### config.mk
export PLATFORM = sky130hd
export DESIGN_NAME = led_display_frame_serializer_top_flat
export DESIGN_NICKNAME = d
export VERILOG_FILES = /design/src/rtl/ldfs_pkg.sv /design/src/rtl/ldfs_req_if.sv /design/src/rtl/ldfs_res_if.sv /design/src/rtl/led_display_frame_serializer_top.sv /design/src/flat_wrapper.sv
export SDC_FILE = /design/constraint.sdc
export NUM_CORES = 1
export LEC_CHECK = 0
export BUFFER_PORTS_ARGS = -buffer_cell sky130_fd_sc_hd__buf_2
export CORE_MARGIN = 2
export CORE_UTILIZATION = 55
export CTS_BUF_LIST = sky130_fd_sc_hd__clkbuf_8 sky130_fd_sc_hd__clkbuf_16
export DETAILED_ROUTE_END_ITERATION = 8
export PLACE_DENSITY = 0.86
export SLEW_MARGIN = 15
export SYNTH_ARGS = -nofsm -noshare
export SYNTH_HDL_FRONTEND = slang
export SYNTH_SLANG_ARGS = --single-unit
### constraint.sdc
create_clock -name clk -period 3.6 [get_ports clk]
set_input_delay 0.36 -clock clk [delete_from_list [all_inputs] [get_ports clk]]
set_output_delay 0.36 -clock clk [all_outputs]
set_load 0.005 [all_outputs]
### src/rtl/ldfs_pkg.sv
`timescale 1ns / 1ps
// ----------------------------------------------------------------------------
// ldfs_pkg: shared types and constants of the led display frame serializer
// Request and result payloads, frame step codes and the two command bytes.
// ----------------------------------------------------------------------------
package ldfs_pkg;

    localparam logic FUNC_TICK = 1'b0;
    localparam logic FUNC_SEND = 1'b1;

    localparam logic [7:0] CMD_DATA = 8'h40;
    localparam logic [7:0] CMD_ADDR = 8'hc0;

    localparam int NUM_DIGITS = 4;

    // frame steps
    localparam logic [3:0] PH_START_DATA = 4'd0;
    localparam logic [3:0] PH_CMD_DATA   = 4'd1;
    localparam logic [3:0] PH_STOP_DATA  = 4'd2;
    localparam logic [3:0] PH_START_ADDR = 4'd3;
    localparam logic [3:0] PH_CMD_ADDR   = 4'd4;
    localparam logic [3:0] PH_DIGIT_0    = 4'd5;
    localparam logic [3:0] PH_DIGIT_1    = 4'd6;
    localparam logic [3:0] PH_DIGIT_2    = 4'd7;
    localparam logic [3:0] PH_DIGIT_3    = 4'd8;
    localparam logic [3:0] PH_STOP_LAST  = 4'd9;

    // step inside start, byte or stop
    localparam logic [1:0] SUB_BITS     = 2'd0;
    localparam logic [1:0] SUB_ACK_LOW  = 2'd1;
    localparam logic [1:0] SUB_ACK_HIGH = 2'd2;
    localparam logic [1:0] SUB_FIRST    = 2'd0;
    localparam logic [1:0] SUB_SECOND   = 2'd1;

    // tick inside one bit
    localparam logic [1:0] BS_CLK_LOW  = 2'd0;
    localparam logic [1:0] BS_DATA     = 2'd1;
    localparam logic [1:0] BS_CLK_HIGH = 2'd2;

    typedef struct packed {
        logic       func;
        logic [7:0] seg_0;
        logic [7:0] seg_1;
        logic [7:0] seg_2;
        logic [7:0] seg_3;
    } req_item_t;

    typedef struct packed {
        logic clk_level;
        logic dio_level;
        logic busy_res;
        logic frame_done;
    } res_item_t;

endpackage

### src/rtl/ldfs_req_if.sv
`timescale 1ns / 1ps
// ----------------------------------------------------------------------------
// ldfs_req_if: request channel
// Valid/ready channel carrying one tick or send request.
// ----------------------------------------------------------------------------
interface ldfs_req_if;
    logic                valid;
    logic                ready;
    ldfs_pkg::req_item_t data;

    modport source (output valid, output data, input ready);
    modport sink (input valid, input data, output ready);
endinterface

### src/rtl/ldfs_res_if.sv
`timescale 1ns / 1ps
// ----------------------------------------------------------------------------
// ldfs_res_if: result channel
// Valid/ready channel carrying pin levels and status after each request.
// ----------------------------------------------------------------------------
interface ldfs_res_if;
    logic                valid;
    logic                ready;
    ldfs_pkg::res_item_t data;

    modport source (output valid, output data, input ready);
    modport sink (input valid, input data, output ready);
endinterface

### src/rtl/led_display_frame_serializer_top.sv
`timescale 1ns / 1ps
// ----------------------------------------------------------------------------
// led_display_frame_serializer_top: two-wire led driver frame serializer
// Steps a start / command / digits / stop frame one pin step per tick request.
// ----------------------------------------------------------------------------
// usage:
//   cmd carries requests: func 0 is one timer tick, func 1 asks for a frame
//   with the four segment bytes, which are latched if the block is idle
//   result returns one item per request: clock and data pin levels after the
//   request, busy, and frame_done on the tick that ends the final stop
// timing:
//   a request is taken on a cycle where the result register is empty or is
//   being taken; its result appears in the next cycle, so one request a
//   cycle is sustained while result.ready is high, set by the result register
// reset:
//   counters and busy clear, both pins go high (bus idle), result empty
// stall:
//   while a result waits and result.ready is low, cmd.ready drops and the
//   frame state holds; nothing is lost or repeated
// ----------------------------------------------------------------------------
module led_display_frame_serializer_top (
    input  logic            clk,
    input  logic            rst_n,
    ldfs_req_if.sink        cmd,
    ldfs_res_if.source      result
);
    import ldfs_pkg::*;

    logic [3:0] phase_reg, phase_next;
    logic [1:0] sub_phase_reg, sub_phase_next;
    logic [2:0] bit_index_reg, bit_index_next;
    logic [1:0] bit_step_reg, bit_step_next;
    logic       sending_reg, sending_next;
    logic       clk_pin_reg, clk_pin_next;
    logic       dio_pin_reg, dio_pin_next;
    logic [7:0] digit_reg [NUM_DIGITS];
    logic       done_next;

    logic       out_valid_reg;
    res_item_t  out_data_reg;

    logic       accept;
    logic       latch_digits;
    logic [7:0] cur_byte;
    logic [1:0] digit_sel;

    assign cmd.ready    = !out_valid_reg || result.ready;
    assign accept       = cmd.valid && cmd.ready;
    assign latch_digits = accept && (cmd.data.func == FUNC_SEND) && !sending_reg;

    assign result.valid = out_valid_reg;
    assign result.data  = out_data_reg;

    // digit phases 5..8 map to latched bytes 0..3
    assign digit_sel = phase_reg[1:0] - 2'd1;

    always_comb
    begin
        if (phase_reg == PH_CMD_DATA)
        begin
            cur_byte = CMD_DATA;
        end
        else if (phase_reg == PH_CMD_ADDR)
        begin
            cur_byte = CMD_ADDR;
        end
        else
        begin
            cur_byte = digit_reg[digit_sel];
        end
    end

    always_comb
    begin
        phase_next     = phase_reg;
        sub_phase_next = sub_phase_reg;
        bit_index_next = bit_index_reg;
        bit_step_next  = bit_step_reg;
        sending_next   = sending_reg;
        clk_pin_next   = clk_pin_reg;
        dio_pin_next   = dio_pin_reg;
        done_next      = 1'b0;

        if (cmd.data.func == FUNC_SEND)
        begin
            if (!sending_reg)
            begin
                phase_next     = PH_START_DATA;
                sub_phase_next = SUB_FIRST;
                bit_index_next = 3'd0;
                bit_step_next  = BS_CLK_LOW;
                sending_next   = 1'b1;
            end
        end
        else if (sending_reg)
        begin
            // anything unhandled abandons the frame
            phase_next     = PH_START_DATA;
            sub_phase_next = SUB_FIRST;
            bit_index_next = 3'd0;
            bit_step_next  = BS_CLK_LOW;
            sending_next   = 1'b0;

            case (phase_reg)
                PH_START_DATA, PH_START_ADDR:
                begin
                    if (sub_phase_reg == SUB_FIRST)
                    begin
                        clk_pin_next   = 1'b1;
                        dio_pin_next   = 1'b1;
                        phase_next     = phase_reg;
                        sub_phase_next = SUB_SECOND;
                        sending_next   = 1'b1;
                    end
                    else if (sub_phase_reg == SUB_SECOND)
                    begin
                        clk_pin_next = 1'b0;
                        dio_pin_next = 1'b0;
                        phase_next   = phase_reg + 4'd1;
                        sending_next = 1'b1;
                    end
                end
                PH_CMD_DATA, PH_CMD_ADDR, PH_DIGIT_0, PH_DIGIT_1, PH_DIGIT_2, PH_DIGIT_3:
                begin
                    phase_next     = phase_reg;
                    sub_phase_next = sub_phase_reg;
                    bit_index_next = bit_index_reg;
                    sending_next   = 1'b1;
                    if (sub_phase_reg == SUB_BITS)
                    begin
                        case (bit_step_reg)
                            BS_CLK_LOW:
                            begin
                                clk_pin_next  = 1'b0;
                                bit_step_next = BS_DATA;
                            end
                            BS_DATA:
                            begin
                                dio_pin_next  = cur_byte[bit_index_reg];
                                bit_step_next = BS_CLK_HIGH;
                            end
                            BS_CLK_HIGH:
                            begin
                                clk_pin_next  = 1'b1;
                                bit_step_next = BS_CLK_LOW;
                                if (bit_index_reg == 3'd7)
                                begin
                                    bit_index_next = 3'd0;
                                    sub_phase_next = SUB_ACK_LOW;
                                end
                                else
                                begin
                                    bit_index_next = bit_index_reg + 3'd1;
                                end
                            end
                            default:
                            begin
                                phase_next     = PH_START_DATA;
                                sub_phase_next = SUB_FIRST;
                                bit_index_next = 3'd0;
                                sending_next   = 1'b0;
                            end
                        endcase
                    end
                    else if (sub_phase_reg == SUB_ACK_LOW)
                    begin
                        clk_pin_next   = 1'b0;
                        sub_phase_next = SUB_ACK_HIGH;
                    end
                    else if (sub_phase_reg == SUB_ACK_HIGH)
                    begin
                        clk_pin_next   = 1'b1;
                        sub_phase_next = SUB_BITS;
                        phase_next     = phase_reg + 4'd1;
                    end
                    else
                    begin
                        phase_next     = PH_START_DATA;
                        sub_phase_next = SUB_FIRST;
                        bit_index_next = 3'd0;
                        sending_next   = 1'b0;
                    end
                end
                PH_STOP_DATA, PH_STOP_LAST:
                begin
                    if (sub_phase_reg == SUB_FIRST)
                    begin
                        clk_pin_next   = 1'b0;
                        dio_pin_next   = 1'b0;
                        phase_next     = phase_reg;
                        sub_phase_next = SUB_SECOND;
                        sending_next   = 1'b1;
                    end
                    else if (sub_phase_reg == SUB_SECOND)
                    begin
                        clk_pin_next = 1'b1;
                        dio_pin_next = 1'b1;
                        if (phase_reg == PH_STOP_LAST)
                        begin
                            done_next = 1'b1;
                        end
                        else
                        begin
                            phase_next   = phase_reg + 4'd1;
                            sending_next = 1'b1;
                        end
                    end
                end
                default:
                begin
                    sending_next = 1'b0;
                end
            endcase
        end
    end

    always_ff @(posedge clk or negedge rst_n)
    begin
        if (!rst_n)
        begin
            phase_reg     <= PH_START_DATA;
            sub_phase_reg <= SUB_FIRST;
            bit_index_reg <= 3'd0;
            bit_step_reg  <= BS_CLK_LOW;
            sending_reg   <= 1'b0;
            clk_pin_reg   <= 1'b1;
            dio_pin_reg   <= 1'b1;
        end
        else if (accept)
        begin
            phase_reg     <= phase_next;
            sub_phase_reg <= sub_phase_next;
            bit_index_reg <= bit_index_next;
            bit_step_reg  <= bit_step_next;
            sending_reg   <= sending_next;
            clk_pin_reg   <= clk_pin_next;
            dio_pin_reg   <= dio_pin_next;
        end
    end

    always_ff @(posedge clk)
    begin
        if (latch_digits)
        begin
            digit_reg[0] <= cmd.data.seg_0;
            digit_reg[1] <= cmd.data.seg_1;
            digit_reg[2] <= cmd.data.seg_2;
            digit_reg[3] <= cmd.data.seg_3;
        end
    end

    always_ff @(posedge clk or negedge rst_n)
    begin
        if (!rst_n)
        begin
            out_valid_reg <= 1'b0;
        end
        else if (cmd.ready)
        begin
            out_valid_reg <= cmd.valid;
        end
    end

    always_ff @(posedge clk)
    begin
        if (accept)
        begin
            out_data_reg.clk_level  <= clk_pin_next;
            out_data_reg.dio_level  <= dio_pin_next;
            out_data_reg.busy_res   <= sending_next;
            out_data_reg.frame_done <= done_next;
        end
    end

endmodule

### src/flat_wrapper.sv
// flat-port wrapper written by rule: the top's interface ports become plain ports
module led_display_frame_serializer_top_flat import ldfs_pkg::*;
  (clk, rst_n, cmd_valid, cmd_data, cmd_ready, result_valid, result_data, result_ready);
  ldfs_req_if cmd_i ();
  ldfs_res_if result_i ();
  input  logic clk;
  input  logic rst_n;
  input wire logic [$bits(cmd_i.valid)-1:0] cmd_valid;
  input wire logic [$bits(cmd_i.data)-1:0] cmd_data;
  output wire logic [$bits(cmd_i.ready)-1:0] cmd_ready;
  output wire logic [$bits(result_i.valid)-1:0] result_valid;
  output wire logic [$bits(result_i.data)-1:0] result_data;
  input wire logic [$bits(result_i.ready)-1:0] result_ready;
  assign cmd_i.valid = cmd_valid;
  assign cmd_i.data = cmd_data;
  assign cmd_ready = cmd_i.ready;
  assign result_valid = result_i.valid;
  assign result_data = result_i.data;
  assign result_i.ready = result_ready;
  led_display_frame_serializer_top u_core (.clk(clk), .rst_n(rst_n), .cmd(cmd_i), .result(result_i));
endmodule
# Word level (Yosys, flattened, before mapping)
# Memory sizes are Yosys's and may differ from the RTL's.
# Cells that the tools add are included.
[totals] reg_bits=19 ram_bits=32 in_bits=37 output_inout_bits=6 word_cells=138 n_memories=1
[memory_table] name="u_core.digit_reg" words=4 width=8 rd=1 rd_ports_with_merged_regs=0 write_ports=4 line_no="led_display_frame_serializer_top.sv:36" text="logic [7:0] digit_reg [NUM_DIGITS];"
[classes] n_addsub=3 n_lt_le_gt_ge=1 eq_ne=22 n_mux=75 bitwise=3 n_reduce_logical=21
[op_table] cell="$mux 4" count=12
[op_table] cell="$mux 1" count=33
[op_table] cell="$mux 3" count=8
[op_table] cell="$mux 2" count=10
[op_table] cell="$eq 4x3->1 const B" count=4
[op_table] cell="$mux 8" count=2
[op_table] cell="$pmux 2 s2" count=3
[op_table] cell="$pmux 4 s3" count=1
[op_table] cell="$pmux 1 s3" count=3
[op_table] cell="$eq 4x2->1 const B" count=2
[op_table] cell="$eq 4x4->1 const B" count=2
[op_table] cell="$ne 4x3->1 const B" count=2
[op_table] cell="$ne 4x4->1 const B" count=2
[op_table] cell="$reduce_and 7->1" count=1
[op_table] cell="$ne 3x3->1 const B" count=2
[op_table] cell="$pmux 3 s2" count=1
[op_table] cell="$reduce_and 6->1" count=1
[op_table] cell="$reduce_or 2->1" count=3
[op_table] cell="$reduce_or 6->1" count=1
[op_table] cell="$ne 5x5->1 const B" count=1
[op_table] cell="$reduce_and 5->1" count=1
[op_table] cell="$reduce_or 5->1" count=1
[op_table] cell="$add 4x1->4 const B" count=1
[op_table] cell="$eq 2x1->1 const B" count=2
[op_table] cell="19 further kinds" count=26

# Logic depth before layout (Yosys ltp)
# An unclocked memory read counts as a cell.
[depth] depth_word=11 depth_mapped=10 mapped_depth_nobuf=8

# Worst setup path before layout
# No wires, ideal clock.
[synth_path] kind="in2reg" start="input result_ready" end="memory u_core.digit_reg[0][0], enable pin" setup_time_ns=0.461 t_arrival_ns=2.890 required_ns=3.139 slack_ns=0.249 stages=3 path_buffers=0 path_cell_list="nand2b_1 -> nand2_1 -> nor3_1"
[synth_rtl] element="start: declaration" line_no="flat_wrapper.sv:13" text="input wire logic [$bits(result_i.ready)-1:0] result_ready;"
[synth_rtl] element="end: declaration" line_no="led_display_frame_serializer_top.sv:36"

# Worst setup path after layout
[layout_path] start="register u_core.phase_reg[0]" end="register u_core.bit_index_reg[0]"
[layout_via] elab_chain_cells=5
[layout_lines] element="start: declaration" line_no="led_display_frame_serializer_top.sv:29" text="logic [3:0] phase_reg, phase_next;"
[layout_lines] element="start signal: assignment" line_no="led_display_frame_serializer_top.sv:231" text="phase_reg <= phase_next;"
[layout_lines] element="$eq 4x3->1 (tied with other cells)" line_no="led_display_frame_serializer_top.sv:104" text="case (phase_reg)"
[layout_lines] element="$reduce_or 6->1 (*)" line_no="led_display_frame_serializer_top.sv:104"
[layout_lines] element="branches (longest 3 deep; another with $reduce_and 6->1)"
[layout_lines] element="end signal: assignment" line_no="led_display_frame_serializer_top.sv:233" text="bit_index_reg <= bit_index_next;"
[layout_lines] element="end: declaration" line_no="led_display_frame_serializer_top.sv:31" text="logic [2:0] bit_index_reg, bit_index_next;"
# Mark *: on every way between the ends. The select of a mux whose other input is x is not followed.
# A chain may end at the register's enable or synchronous reset.

==> flow_metrics.py <==
metrics = {
    "layout": {
        "fillCellCount": 371,
        "diodes": 0,
        "largest_reg_flops": 32,
        "final_cell_area_mm2": 0.00300,
        "final_util_pct": 64.8,
        "area_delta_synth_final_pct": 15.1,
        "nets": 310,
        "drive_above_1_share_pct": 26.4,
    },
    "place": {
        "dpl.hpwl_mm": 3.63,
        "globalplace.congestion": 0.901,
        "placed_area_mm2": 0.00288,
        "port_buffers": 42,
    },
    "die": {
        "start_util_pct": 56.3,
        "core_area_mm2": 0.00463,
        "chipWidth_um": 72.8,
        "std_cell_rows": 25,
        "pin_count": 43,
        "dieArea_mm2": 0.00530,
        "die_h_um": 72.8,
    },
    "routing": {
        "ant_nets": 0,
        "via_count": 1815,
        "via_per_inst": 5.76,
        "drt_wl_total_mm": 4.86,
        "route.detailed.drc": 0,
        "wl_per_cell_um": 15.4,
        "first_pass_iters": 4,
        "drtIter0Drc": 120,
    },
    "clocking": {
        "h-tree-depth": 2,
        "clock-root-buffer": "clkbuf_8",
        "cts_num_sinks": 51,
        "cts_made_buffers": 5,
        "clk_pin_slew_worst_paths_ns": 0.09,
        "clkLatencyLatePin_ns": 0.30,
        "cts_resized": 0,
        "cts-root-to-sink-buffers": 2,
        "cts_tree": "yes",
    },
    "timing": {
        "max-slew-margin-rel_pct": 64.3,
        "fin_skew_ns": 0.00529,
        "fin_tns_setup_ns": 0,
        "fin_crit_ns": 2.69,
        "finalSetupViolCount": 0,
        "fmax_mhz": 372,
        "rsz0062_at_grt": "false",
        "drv_slew": 0,
        "post-route-period-util_pct": 74.7,
        "hold_viol_final": 0,
        "worst_pin_slew_ns": 0.535,
        "hold_ws_ns": 0.224,
    },
    "power_and_ir_drop": {
        "ir_worst_vdd_v": 0.000339,
        "power_density_mw_per_mm2": 615,
        "finalPower_mw": 1.84,
        "p_leak_nw": 1.17,
    },
    "global_route": {
        "grt_pass1_wl_mm": 8.20,
        "grt_max_degree": 33,
        "antenna_found_initial": 0,
        "grt_overflow": 0,
        "grt_pass1_vias": 1814,
        "grt_use_total_pct": 20.6,
    },
    "worst_hold_path": {
        "hold_path_class": "input port to register",
    },
    "yosys": {
        "yosys_most_used_dff": "edfxtp_1",
        "syn_nets": 264,
        "ys_warn_count": 0,
        "async_reset_ff_share_pct": 29.4,
        "synthesis.instances": 214,
        "synth-seq-cells": 51,
        "seq_area_frac_synth_pct": 56.0,
        "yosysUniqueCellTypes": 47,
        "synth_area_mm2": 0.00260,
        "synth_edf_count": 36,
        "synth_area_per_cell_um2": 12.2,
    },
    "worst_setup_path": {
        "critPathMaxFanout": 8,
        "crit_arrival_ns": 2.91,
        "critPathCaptureType": "register",
        "startpoint_type": "register",
        "crit_required_ns": 3.82,
        "crit_type": "register to register",
    },
    "run": {
        "cap_viol_max_count": 0,
    },
    "status": {
        "outcome": "finished, final reports clean",
    },
}
## what timing repair did
| item | 4_1_cts | 5_1_grt |
|---|---|---|
| setup buffers | 0 | 0 |
| endpoints found under the hold margin | 13 | 0 |
| hold buffers | 1 | 0 |
## cells by family after synthesis
family | Yosys count | share of synthesized area [%]
AOI/OAI and AO/OA | 45 | 12.5
muxes | 11 | 7.25
DFF | 51 | 56.0
and+or+nand+nor | 75 | 15.1
buffers and inverters | 19 | 2.88
adders and majority gates | 13 | 6.24
## per-stage QoR
| stage | instances | setup slack, ns |
|---|---|---|
| floorplan | 214 | 0.249 |
| global placement | 306 | 1.03 |
| detailed placement | 306 | 0.922 |
| CTS | 315 | 0.921 |
| global route | 315 | 0.729 |
| finish | 315 | 0.912 |
## area by class of cell
class / count / area [µm²] / area share [%]
Clock buffer: 5 / 68.8 / 2.30
Clock inverter: 3 / 42.5 / 1.42
Inverter: 13 / 48.8 / 1.63
Multi-Input combinational cell: 144 / 1080 / 35.9
Sequential cell: 51 / 1460 / 48.7
Tap cell: 54 / 67.6 / 2.25
Timing Repair Buffer: 45 / 235 / 7.85
## worst max-delay path, stage by stage, from the launching register on
cell and delay, ns:
dfrtp_1 0.49, inv_1 0.12, ha_1 0.30, o32a_1 0.35
o2bb2ai_2 0.21, nor2_1 0.12, a2111o_1 0.46, or3_4 0.38
o31ai_2 0.18
## Yosys cell counts, types with 2 or more instances
library cell  number  share of area (%)
a31oi_1            3               0.72
nor4_1             5                1.2
nand2b_1           7                1.7
nor2b_1            8                1.9
mux4_2             6                5.2
nand3_1            4               0.77
edfxtp_1          36                 41
and2_1             2               0.48
and3_1             2               0.48
dfstp_2            2                2.0
inv_1             13                1.9
nor3_1             8                1.5
a211oi_1           3               0.86
clkbuf_1           5               0.72
nor2_1            15                2.2
or3_1              2               0.48
mux2i_1            2               0.77
a2111oi_0          2               0.67
a21oi_1            7                1.3
o21ai_0           10                1.9
dfrtp_1           13                 12
ha_1              13                6.2
nand4_1            2               0.48
a22o_1             3                1.0
nand2_1           15                2.2
o21a_1             3               0.86
mux2_2             3                1.3
## final timing paths
check / cells after the start / end / startpoint / slack (ns)
worst max-delay path: 8 / u_core.bit_index_reg[0] / u_core.phase_reg[0] / 0.91
worst min-delay path: 1 / u_core.digit_reg[1][0] / cmd_data[16] / 0.22
worst max register to register: 8 / u_core.bit_index_reg[0] / u_core.phase_reg[0] / 0.91
worst min register to register: 2 / u_core.clk_pin_reg / u_core.clk_pin_reg / 0.55
max in group asynchronous: 2 / u_core.clk_pin_reg / rst_n / 2.81
min in group asynchronous: 2 / u_core.sub_phase_reg[1] / rst_n / 0.49
## layout by cell type, fill, tap and decap left out, types with 2 or more instances in the layout
master     synthesis  layout
nand2_1           15      15
and3_1             2       2
a211oi_1           3       3
o21a_1             3       3
mux2i_1            2       2
inv_1             13      13
ha_1              13      13
buf_2              0      42
nor2_1            15      15
mux2_2             3       3
edfxtp_1          36      36
mux4_2             6       6
nor2b_1            8       8
a31oi_1            3       3
nand3_1            4       4
buf_4              1       2
a21oi_1            7       7
a22o_1             3       3
dfstp_2            2       2
nor3_1             8       7
a2111oi_0          2       2
nand2b_1           7       7
o21ai_0           10      10
dfrtp_1           13      13
nand4_1            2       2
or3_1              2       2
and2_1             2       2
nor4_1             5       5
clkbuf_8           0       5
## per-layer routing
| layer | wire length, µm | GRT usage [%] | vias to the layer above |
|---|---|---|---|
| met5 | 0 | 0 | - |
| met1 | 2130 | 26.2 | 831 |
| li1 | - | - | 898 |
| met3 | 258 | 4.28 | 18 |
| met4 | 139 | 11.3 | 0 |
| met2 | 2340 | 32.9 | 68 |
## power breakdown
part | internal, mW | leakage [nW] | total (mW) | switching, mW
Clock | 0.207 | 0.0562 | 0.392 | 0.185
Combinational | 0.301 | 0.599 | 0.685 | 0.384
Sequential | 0.706 | 0.519 | 0.767 | 0.0614
Total | 1.21 | 1.17 | 1.84 | 0.631
Power figures use the tool's default switching activity.
